===== src/design/gprd_pkg.sv =====
// Shared constants and the result beat layout for the gamepad response decoder.
// No dependencies; imported by gprd_frame_buf and gamepad_response_decoder_unit.
`timescale 1ns / 1ps

package gprd_pkg;

  localparam int FRAME_DEPTH_DEF = 32;
  localparam int BYTE_W          = 8;

  // Mode bytes reported by the controller at frame position 2.
  localparam logic [7:0] MODE_DIGITAL  = 8'h41;
  localparam logic [7:0] MODE_ANALOG   = 8'h73;
  localparam logic [7:0] MODE_PRESSURE = 8'h79;
  // Command byte that asks the controller for its status.
  localparam logic [7:0] CMD_STATUS    = 8'h45;

  // Fixed frame positions (counted from 1) that the decoder looks at.
  localparam logic [4:0] POS_MODE      = 5'd2;
  localparam logic [4:0] POS_BTN_LO    = 5'd4;
  localparam logic [4:0] POS_BTN_HI    = 5'd5;
  localparam logic [4:0] POS_STICK0    = 5'd6;
  localparam logic [4:0] POS_STICK3    = 5'd9;
  localparam logic [4:0] POS_PRESS0    = 5'd10;
  localparam logic [4:0] POS_SWEEP_END = 5'd21;

  localparam logic [3:0] NUM_PRESS     = 4'd12;

  // Result beat, last declared field (entry) in the lowest bits, padded to whole bytes.
  typedef struct packed {
    logic [3:0]  pad;
    logic [7:0]  pressure;
    logic [7:0]  left_y;
    logic [7:0]  left_x;
    logic [7:0]  right_y;
    logic [7:0]  right_x;
    logic [7:0]  controller_type;
    logic [7:0]  mode;
    logic [15:0] falling;
    logic [15:0] rising;
    logic [15:0] held;
    logic [3:0]  entry;
  } out_beat_t;

endpackage


===== src/design/gprd_frame_buf.sv =====
// Frame byte buffer: one write port, one registered read port, per-entry valid bits.
// Depends on gprd_pkg (byte width).
`timescale 1ns / 1ps

module gprd_frame_buf
  import gprd_pkg::*;
#(
  parameter int DEPTH = FRAME_DEPTH_DEF
) (
  input  logic                     clk,
  input  logic                     rst,
  input  logic                     wr_en,
  input  logic [$clog2(DEPTH)-1:0] wr_addr,
  input  logic [BYTE_W-1:0]        wr_data,
  input  logic                     rd_en,
  input  logic [$clog2(DEPTH)-1:0] rd_addr,
  output logic [BYTE_W-1:0]        rd_data
);

  logic [BYTE_W-1:0] mem [DEPTH];
  logic [DEPTH-1:0]  vld;
  logic [BYTE_W-1:0] rd_mem;
  logic              rd_vld;

  always_ff @(posedge clk) begin
    if (wr_en) begin
      mem[wr_addr] <= wr_data;
    end
    if (rd_en) begin
      rd_mem <= mem[rd_addr];
    end
  end

  // An entry never written reads as zero, which matches the cleared buffer.
  always_ff @(posedge clk) begin
    if (rst) begin
      vld    <= '0;
      rd_vld <= 1'b0;
    end else begin
      if (wr_en) begin
        vld[wr_addr] <= 1'b1;
      end
      if (rd_en) begin
        rd_vld <= vld[rd_addr];
      end
    end
  end

  assign rd_data = rd_vld ? rd_mem : '0;

endmodule


===== src/design/gamepad_response_decoder_unit.sv =====
// Gamepad poll response decoder: a final byte is accepted, then the buffer is swept
// (positions 2..21 read through the one read port) and then 1 or 13 result beats go
// out, one per cycle when the sink is ready. Input is refused during the sweep and
// while results go out.
// Reset (rst, synchronous, active high) clears all decoded state and the buffer valid bits.
// Depends on gprd_pkg and gprd_frame_buf.
`timescale 1ns / 1ps

module gamepad_response_decoder_unit
  import gprd_pkg::*;
#(
  parameter int FRAME_DEPTH = FRAME_DEPTH_DEF
) (
  input  logic         clk,
  input  logic         rst,
  // Input beat. tdata fields from bit 0: tx_byte[7:0], rx_byte[15:8], button_mask[31:16].
  input  logic         s_axis_tvalid,
  output logic         s_axis_tready,
  input  logic [31:0]  s_axis_tdata,
  input  logic         s_axis_tlast,   // last_byte
  // Result beat. tdata fields from bit 0: entry[3:0], held[19:4], rising[35:20],
  // falling[51:36], mode[59:52], controller_type[67:60], right_x[75:68],
  // right_y[83:76], left_x[91:84], left_y[99:92], pressure[107:100], zero pad[111:108].
  output logic         m_axis_tvalid,
  input  logic         m_axis_tready,
  output logic [111:0] m_axis_tdata,
  output logic         m_axis_tlast    // last
);

  localparam int AW = $clog2(FRAME_DEPTH);

  typedef enum logic [1:0] {
    ST_IDLE,
    ST_SWEEP,
    ST_EMIT
  } state_t;

  state_t      state;
  logic [5:0]  position;
  logic [5:0]  pos_inc;
  logic        status_req;
  logic        sweep_status;
  logic [15:0] mask_q;
  logic [15:0] buttons_now;
  logic [15:0] buttons_before;
  logic [7:0]  btn_lo;
  logic [7:0]  mode_held;
  logic [7:0]  type_held;
  logic [7:0]  sticks [4];
  logic [7:0]  pressures [12];

  // Sweep sequencer: issue side and response side of the buffer read port.
  logic [4:0]  iss_pos;
  logic        iss_on;
  logic [4:0]  resp_pos;
  logic        resp_on;
  logic [3:0]  emit_k;

  logic        in_fire;
  logic        out_free;
  logic        mode_valid;
  logic        wr_en;
  logic        rd_en;
  logic [7:0]  rd_data;
  logic [7:0]  tx_byte;
  logic [7:0]  rx_byte;
  logic [15:0] button_mask;
  out_beat_t   beat_q;
  out_beat_t   beat_next;
  logic        beat_last;

  assign tx_byte     = s_axis_tdata[7:0];
  assign rx_byte     = s_axis_tdata[15:8];
  assign button_mask = s_axis_tdata[31:16];

  // Input is taken only when no frame end is being decoded or reported.
  assign s_axis_tready = (state == ST_IDLE);
  assign in_fire       = s_axis_tvalid && s_axis_tready;
  assign out_free      = !m_axis_tvalid || m_axis_tready;

  // Position counts from 1 and saturates; bytes at or past the buffer depth are dropped.
  assign pos_inc = (position != 6'd63) ? position + 6'd1 : position;
  assign wr_en   = in_fire && ({1'b0, pos_inc} < 7'(FRAME_DEPTH));
  assign rd_en   = (state == ST_SWEEP) && iss_on;

  assign mode_valid = (mode_held == MODE_DIGITAL) || (mode_held == MODE_ANALOG) ||
                      (mode_held == MODE_PRESSURE);

  gprd_frame_buf #(
    .DEPTH(FRAME_DEPTH)
  ) u_frame_buf (
    .clk    (clk),
    .rst    (rst),
    .wr_en  (wr_en),
    .wr_addr(pos_inc[AW-1:0]),
    .wr_data(rx_byte),
    .rd_en  (rd_en),
    .rd_addr(AW'(iss_pos)),
    .rd_data(rd_data)
  );

  // Beat zero is the summary; beats one to twelve carry one pressure each with the
  // other fields zero. Only pressure mode produces the pressure beats.
  always_comb begin
    beat_next       = '0;
    beat_next.entry = emit_k;
    if (emit_k == 4'd0) begin
      beat_next.held            = buttons_now & mask_q;
      beat_next.rising          = buttons_now & ~buttons_before & mask_q;
      beat_next.falling         = ~buttons_now & buttons_before & mask_q;
      beat_next.mode            = mode_held;
      beat_next.controller_type = type_held;
      beat_next.right_x         = sticks[0];
      beat_next.right_y         = sticks[1];
      beat_next.left_x          = sticks[2];
      beat_next.left_y          = sticks[3];
      beat_last                 = (mode_held != MODE_PRESSURE);
    end else begin
      beat_next.pressure = pressures[emit_k - 4'd1];
      beat_last          = (emit_k == NUM_PRESS);
    end
  end

  always_ff @(posedge clk) begin
    if (rst) begin
      state          <= ST_IDLE;
      position       <= '0;
      status_req     <= 1'b0;
      sweep_status   <= 1'b0;
      mask_q         <= '0;
      buttons_now    <= '0;
      buttons_before <= '0;
      btn_lo         <= '0;
      mode_held      <= '0;
      type_held      <= '0;
      for (int i = 0; i < 4; i++) begin
        sticks[i] <= '0;
      end
      for (int i = 0; i < 12; i++) begin
        pressures[i] <= '0;
      end
      iss_pos        <= '0;
      iss_on         <= 1'b0;
      resp_pos       <= '0;
      resp_on        <= 1'b0;
      emit_k         <= '0;
      m_axis_tvalid  <= 1'b0;
      m_axis_tlast   <= 1'b0;
      beat_q         <= '0;
    end else begin
      // While results go out, the emit state itself decides the next valid.
      if (m_axis_tvalid && m_axis_tready && (state != ST_EMIT)) begin
        m_axis_tvalid <= 1'b0;
      end
      unique case (state)
        ST_IDLE: begin
          if (in_fire) begin
            if (s_axis_tlast) begin
              // The status request flag is consumed by this frame end and cleared.
              position     <= '0;
              status_req   <= 1'b0;
              sweep_status <= (pos_inc == 6'd2) ? (tx_byte == CMD_STATUS) : status_req;
              mask_q       <= button_mask;
              iss_pos      <= POS_MODE;
              iss_on       <= 1'b1;
              resp_on      <= 1'b0;
              state        <= ST_SWEEP;
            end else begin
              position <= pos_inc;
              if (pos_inc == 6'd2) begin
                status_req <= (tx_byte == CMD_STATUS);
              end
            end
          end
        end
        ST_SWEEP: begin
          if (iss_on) begin
            iss_pos <= iss_pos + 5'd1;
            if (iss_pos == POS_SWEEP_END) begin
              iss_on <= 1'b0;
            end
          end
          resp_on  <= iss_on;
          resp_pos <= iss_pos;
          if (resp_on) begin
            // The mode byte returns first, so later positions see this frame's mode.
            priority if (resp_pos == POS_MODE) begin
              mode_held <= rd_data;
            end else if (resp_pos == POS_BTN_LO) begin
              btn_lo <= rd_data;
              if (sweep_status) begin
                type_held <= rd_data;
              end
            end else if (resp_pos == POS_BTN_HI) begin
              if (mode_valid) begin
                buttons_before <= buttons_now;
                buttons_now    <= ~{rd_data, btn_lo};
              end
            end else if (resp_pos >= POS_STICK0 && resp_pos <= POS_STICK3) begin
              if (mode_held == MODE_ANALOG || mode_held == MODE_PRESSURE) begin
                sticks[2'(resp_pos - POS_STICK0)] <= rd_data;
              end
            end else if (resp_pos >= POS_PRESS0) begin
              if (mode_held == MODE_PRESSURE) begin
                pressures[4'(resp_pos - POS_PRESS0)] <= rd_data;
              end
            end else begin
              // Position 3 carries nothing the decoder keeps.
            end
            if (resp_pos == POS_SWEEP_END) begin
              emit_k <= '0;
              state  <= ST_EMIT;
            end
          end
        end
        ST_EMIT: begin
          if (out_free) begin
            beat_q        <= beat_next;
            m_axis_tvalid <= 1'b1;
            m_axis_tlast  <= beat_last;
            emit_k        <= emit_k + 4'd1;
            if (beat_last) begin
              state <= ST_IDLE;
            end
          end
        end
        default: begin
          state <= ST_IDLE;
        end
      endcase
    end
  end

  assign m_axis_tdata = beat_q;

`ifndef ASSERT_OFF
  a_out_held_stable: assert property (@(posedge clk) disable iff (rst)
    (m_axis_tvalid && !m_axis_tready) |=>
      (m_axis_tvalid && $stable(m_axis_tdata) && $stable(m_axis_tlast)))
    else $error("result beat changed while stalled");

  a_press_last_is_twelve: assert property (@(posedge clk) disable iff (rst)
    (m_axis_tvalid && m_axis_tlast && beat_q.entry != 4'd0) |-> (beat_q.entry == NUM_PRESS))
    else $error("pressure run ended early");

  a_frame_end_restarts: assert property (@(posedge clk) disable iff (rst)
    (in_fire && s_axis_tlast) |=> (position == 6'd0 && state == ST_SWEEP))
    else $error("frame end did not restart position");

  a_no_rw_overlap: assert property (@(posedge clk) disable iff (rst)
    rd_en |-> !wr_en)
    else $error("buffer read during byte write");
`endif

endmodule


===== config.mk =====
export PLATFORM = sky130hd
export DESIGN_NAME = gamepad_response_decoder_unit
export DESIGN_NICKNAME = d
export VERILOG_FILES = /design/src/design/gprd_pkg.sv /design/src/design/gprd_frame_buf.sv /design/src/design/gamepad_response_decoder_unit.sv
export SDC_FILE = /design/constraint.sdc
export NUM_CORES = 1
export LEC_CHECK = 0
export ABC_CLOCK_PERIOD_IN_PS = 3250
export BUFFER_PORTS_ARGS = -buffer_cell sky130_fd_sc_hd__buf_4
export CAP_MARGIN = 10
export CORE_UTILIZATION = 49
export CTS_CLUSTER_DIAMETER = 40
export DETAILED_ROUTE_END_ITERATION = 16
export MAX_ROUTING_LAYER = met4
export PLACE_DENSITY = 0.66
export RECOVER_POWER = 25
export SYNTH_ARGS = -nofsm -noshare
export SYNTH_HDL_FRONTEND = slang
export SYNTH_SLANG_ARGS = --single-unit

===== constraint.sdc =====
create_clock -name clk -period 3.25 [get_ports clk]
set_clock_uncertainty 0.05 [all_clocks]
set_input_delay 0.4875 -clock clk [delete_from_list [all_inputs] [get_ports clk]]
set_output_delay 0.4875 -clock clk [all_outputs]
set_load 0.01 [all_outputs]

==> metrics.md <==
| Metric | Value |
|---|---|
| First-pass GRT wire length | `101 mm` |
| Starting DRC count in detailed routing | `1616` |
| Async S/R FF share, synth | `0%` |
| Seq/Total Area, Yosys | `66.1%` |
| Post-CTS sizing | `0` |
| CTS tree | `done` |
| Largest net degree at the start of global routing | `94` |
| Primary FF master, synth | `edfxtp_1` |
| Final HPWL DP | `43.1 mm` |
| Leakage | `0.0107 uW` |
| Ports | `152` |
| Ant diodes | `0` |
| Critical Path AT | `3.15 ns` |
| Minimum clock period | `2.93 ns` |
| FF-to-FF Start | `position[0]` |
| Clock sinks | `665` |
| Slew margin rel. | `-9.50%` |
| Vias in the first global route | `16610` |
| Die Ht | `235 microns` |
| Via count | `17185` |
| Pre-antenna DRT Iters | `6` |
| WS Path Type | `register to register` |
| Setup crit end kind | `register` |
| Post-Syn Area | `0.0265 sq mm` |
| Hold crit path type | `input port to register` |
| Fillers | `4075` |
| Syn Area/Cell | `13.3 sq um` |
| Worst-path clk slew | `0.06 ns` |
| Area growth, synth to finish | `18.8%` |
| Clk buf depth | `3` |
| Row Count | `84` |
| Number of synthesized flops with an enable pin | `424` |
| Final nets | `2224` |
| Netlist cell types | `70` |
| Root buffer cell | `clkbuf_16` |
| Maximum VDD drop | `0.000487 V` |
| Final Non-Filler Cells | `2938` |
| CP required | `3.46 ns` |
| Setup crit start | `position[0]` |
| Via density | `5.85` |
| Die width | `235 microns` |
| Max_cap viols | `8` |
| Unrepaired setup endpoints after global routing | `no` |
| DP Cell Count | `2771` |
| Setup tns final | `0 ns` |
| Critical path's slowest cell | `nor2_1` |
| Fmax achieved | `0.341 GHz` |
| Avg WL per Cell | `22.1 microns` |
| Status | `finished, violations left` |
| Slew Limit Fails | `264` |
| Core area | `0.0531 sq mm` |
| Crit path largest cell delay | `0.59 ns` |
| Final Hold Fails | `0` |
| Cts-stage hold buffer count | `0` |
| Cell chain of the critical path | `ha_1 > buf_4 > and3_1 > nand4b_1 > a21oi_2 > a21bo_2 > nor2_1` |
| Power per cell area | `611 mW/mm^2` |
| H-tree levels | `3` |
| All-Layer GR Usage | `24.5%` |
| Setup crit start kind | `register` |
| Full die area | `0.0551 sq mm` |
| Hold Startpoint | `s_axis_tdata[28]` |
| GRT overflow | `0` |
| TritonCTS Buffers | `90` |
| Final worst-path cycle share | `90.3%` |
| FF+latch count, synth | `665` |
| Initial Util | `50.0%` |
| Final WL | `65.1 mm` |
| Final GP Congestion | `0.871` |
| Initial antenna violation count | `0` |
| Worst skew pair latency | `0.63 ns` |
| Residual DRC | `0` |
| Failing checks | `capacitance limit, slew limit` |
| Slew @ Worst Pin | `1.64 ns` |
| I/O Buffers | `147` |
| Routed Antenna Nets | `0` |
| Synth Instances | `1997` |
| Setup-failing EPs final | `0` |
| Synthesis warning total | `0` |
| Max FO, Critical Path | `10` |
| Share of post-route cells with drive strength above 1 | `23.4%` |
| Post-CTS Setup Bufs | `0` |
==> cell usage after synthesis, types with 5 or more instances <==
cell | n | area, sq um
nor2_2 | 9 | 56.3
xnor2_1 | 5 | 43.8
o21bai_1 | 8 | 60.1
nand2_1 | 114 | 428
a221oi_1 | 9 | 78.8
ha_1 | 12 | 150
and2_1 | 7 | 43.8
nor3_1 | 101 | 505
a211oi_1 | 11 | 82.6
nand4_1 | 7 | 43.8
buf_1 | 9 | 33.8
a22oi_1 | 49 | 368
mux4_2 | 120 | 2700
nor2b_1 | 7 | 43.8
buf_2 | 18 | 90.1
o22ai_1 | 8 | 50.1
xor2_1 | 8 | 70.1
dfxtp_1 | 241 | 4820
nand3b_1 | 14 | 105
clkbuf_1 | 109 | 409
inv_1 | 37 | 139
mux2i_1 | 14 | 140
a21oi_1 | 146 | 731
nand2b_1 | 13 | 81.3
nor2_1 | 326 | 1220
o21ai_0 | 17 | 85.1
buf_4 | 12 | 90.1
mux2_2 | 8 | 90.1
and3_1 | 5 | 31.3
edfxtp_1 | 424 | 12700
nand3_1 | 23 | 115
nor3b_1 | 20 | 150
a32oi_1 | 18 | 158
==> layout make-up <==
type                       count  area [sq um]  area share (%)
timing repair buffer         234          1740            5.53
inverter                      38           143           0.452
clock buffer                 108          2390            7.59
multi-input combinational   1146          8220            26.1
sequential                   665         17600            55.7
clock inverter                59           599            1.90
tap                          688           861            2.73
==> kinds of logic after synthesis <==
logic type	share of synthesized area (%)
buf+inv	3.01
fa+ha+maj	0.566
mux	11.0
simple gates	11.6
xor+xnor	0.429
flops	66.1
other cells	0.0141
compound gates	7.17
==> registers in the layout, summed over array words and instances, names as in the netlist, 2 cells and up <==
name / count
m_axis_tdata: 108
buttons_now: 16
btn_lo: 8
u_frame_buf.mem: 256
u_frame_buf.rd_mem: 8
emit_k: 4
position: 6
pressures: 128
sticks: 32
mask_q: 16
iss_pos: 5
resp_pos: 5
mode_held: 8
state: 2
type_held: 8
buttons_before: 16
u_frame_buf.vld: 32
==> where the power goes <==
group          leakage [uW]  total [uW]  internal, uW  switching (uW)
Clock               0.00144        9610          5820            3780
Combinational       0.00334         529           191             338
Sequential          0.00590        9110          9060            52.7
==> cells in the final DEF, fill, tap and decap left out, drive strengths merged, types with 9 or more instances in the layout <==
cell type and count:
edfxtp 424, nor2 335, dfxtp 241, buf 208, a21oi 148, clkbuf 134
mux4 120, nand2 117, nor3 103, inv 50, a22oi 49, clkinv 28
nand3 25, nor3b 20, o21ai 19, a32oi 18, nand3b 14, mux2i 14
clkinvlp 13, nand2b 13, ha 12, a211oi 11, o21bai 11, a221oi 9
==> metrics by stage <==
stage	total power [uW]	hold WS [ns]	area (sq um)	util [%]	setup slack, ns
detailed placement	9820	0.409	28600	53.9	0.338
floorplan	9580	0.381	26600	-	0.344
CTS	19400	0.0379	31600	59.6	0.343
finish	19300	0.0663	31500	59.4	0.315
global route	19800	0.0494	31500	59.4	0.0965
global placement	9810	0.393	28600	53.9	0.453
==> path summary, 6_finish.rpt <==
kind | endpoint | slack [ns] | cells past startpoint
min reg2reg | u_frame_buf.vld[29] | 0.42 | 2
max | u_frame_buf.mem[15][2] | 0.32 | 7
min | mask_q[12] | 0.07 | 3
max reg2reg | u_frame_buf.mem[15][2] | 0.32 | 7
==> critical path: cells and delay by family, from the launching register on <==
kind,cells,cell delay (ns)
flip-flops,1,0.39
buffers and inverters,1,0.17
AND/OR/NAND/NOR,3,1.02
adder cells (fa/ha/maj),1,0.26
AO/OA/AOI/OAI,2,0.70
==> routing by layer <==
| layer | track usage, % | part of all wire (%) | up-vias |
|---|---|---|---|
| met4 | 7.74 | 3.0 | 0 |
| li1 | - | - | 7785 |
| met5 | - | 0 | - |
| met3 | 4.32 | 6.2 | 125 |
| met1 | 32.0 | 42 | 8624 |
| met2 | 39.2 | 49 | 651 |
Power figures use the tool's default switching activity.
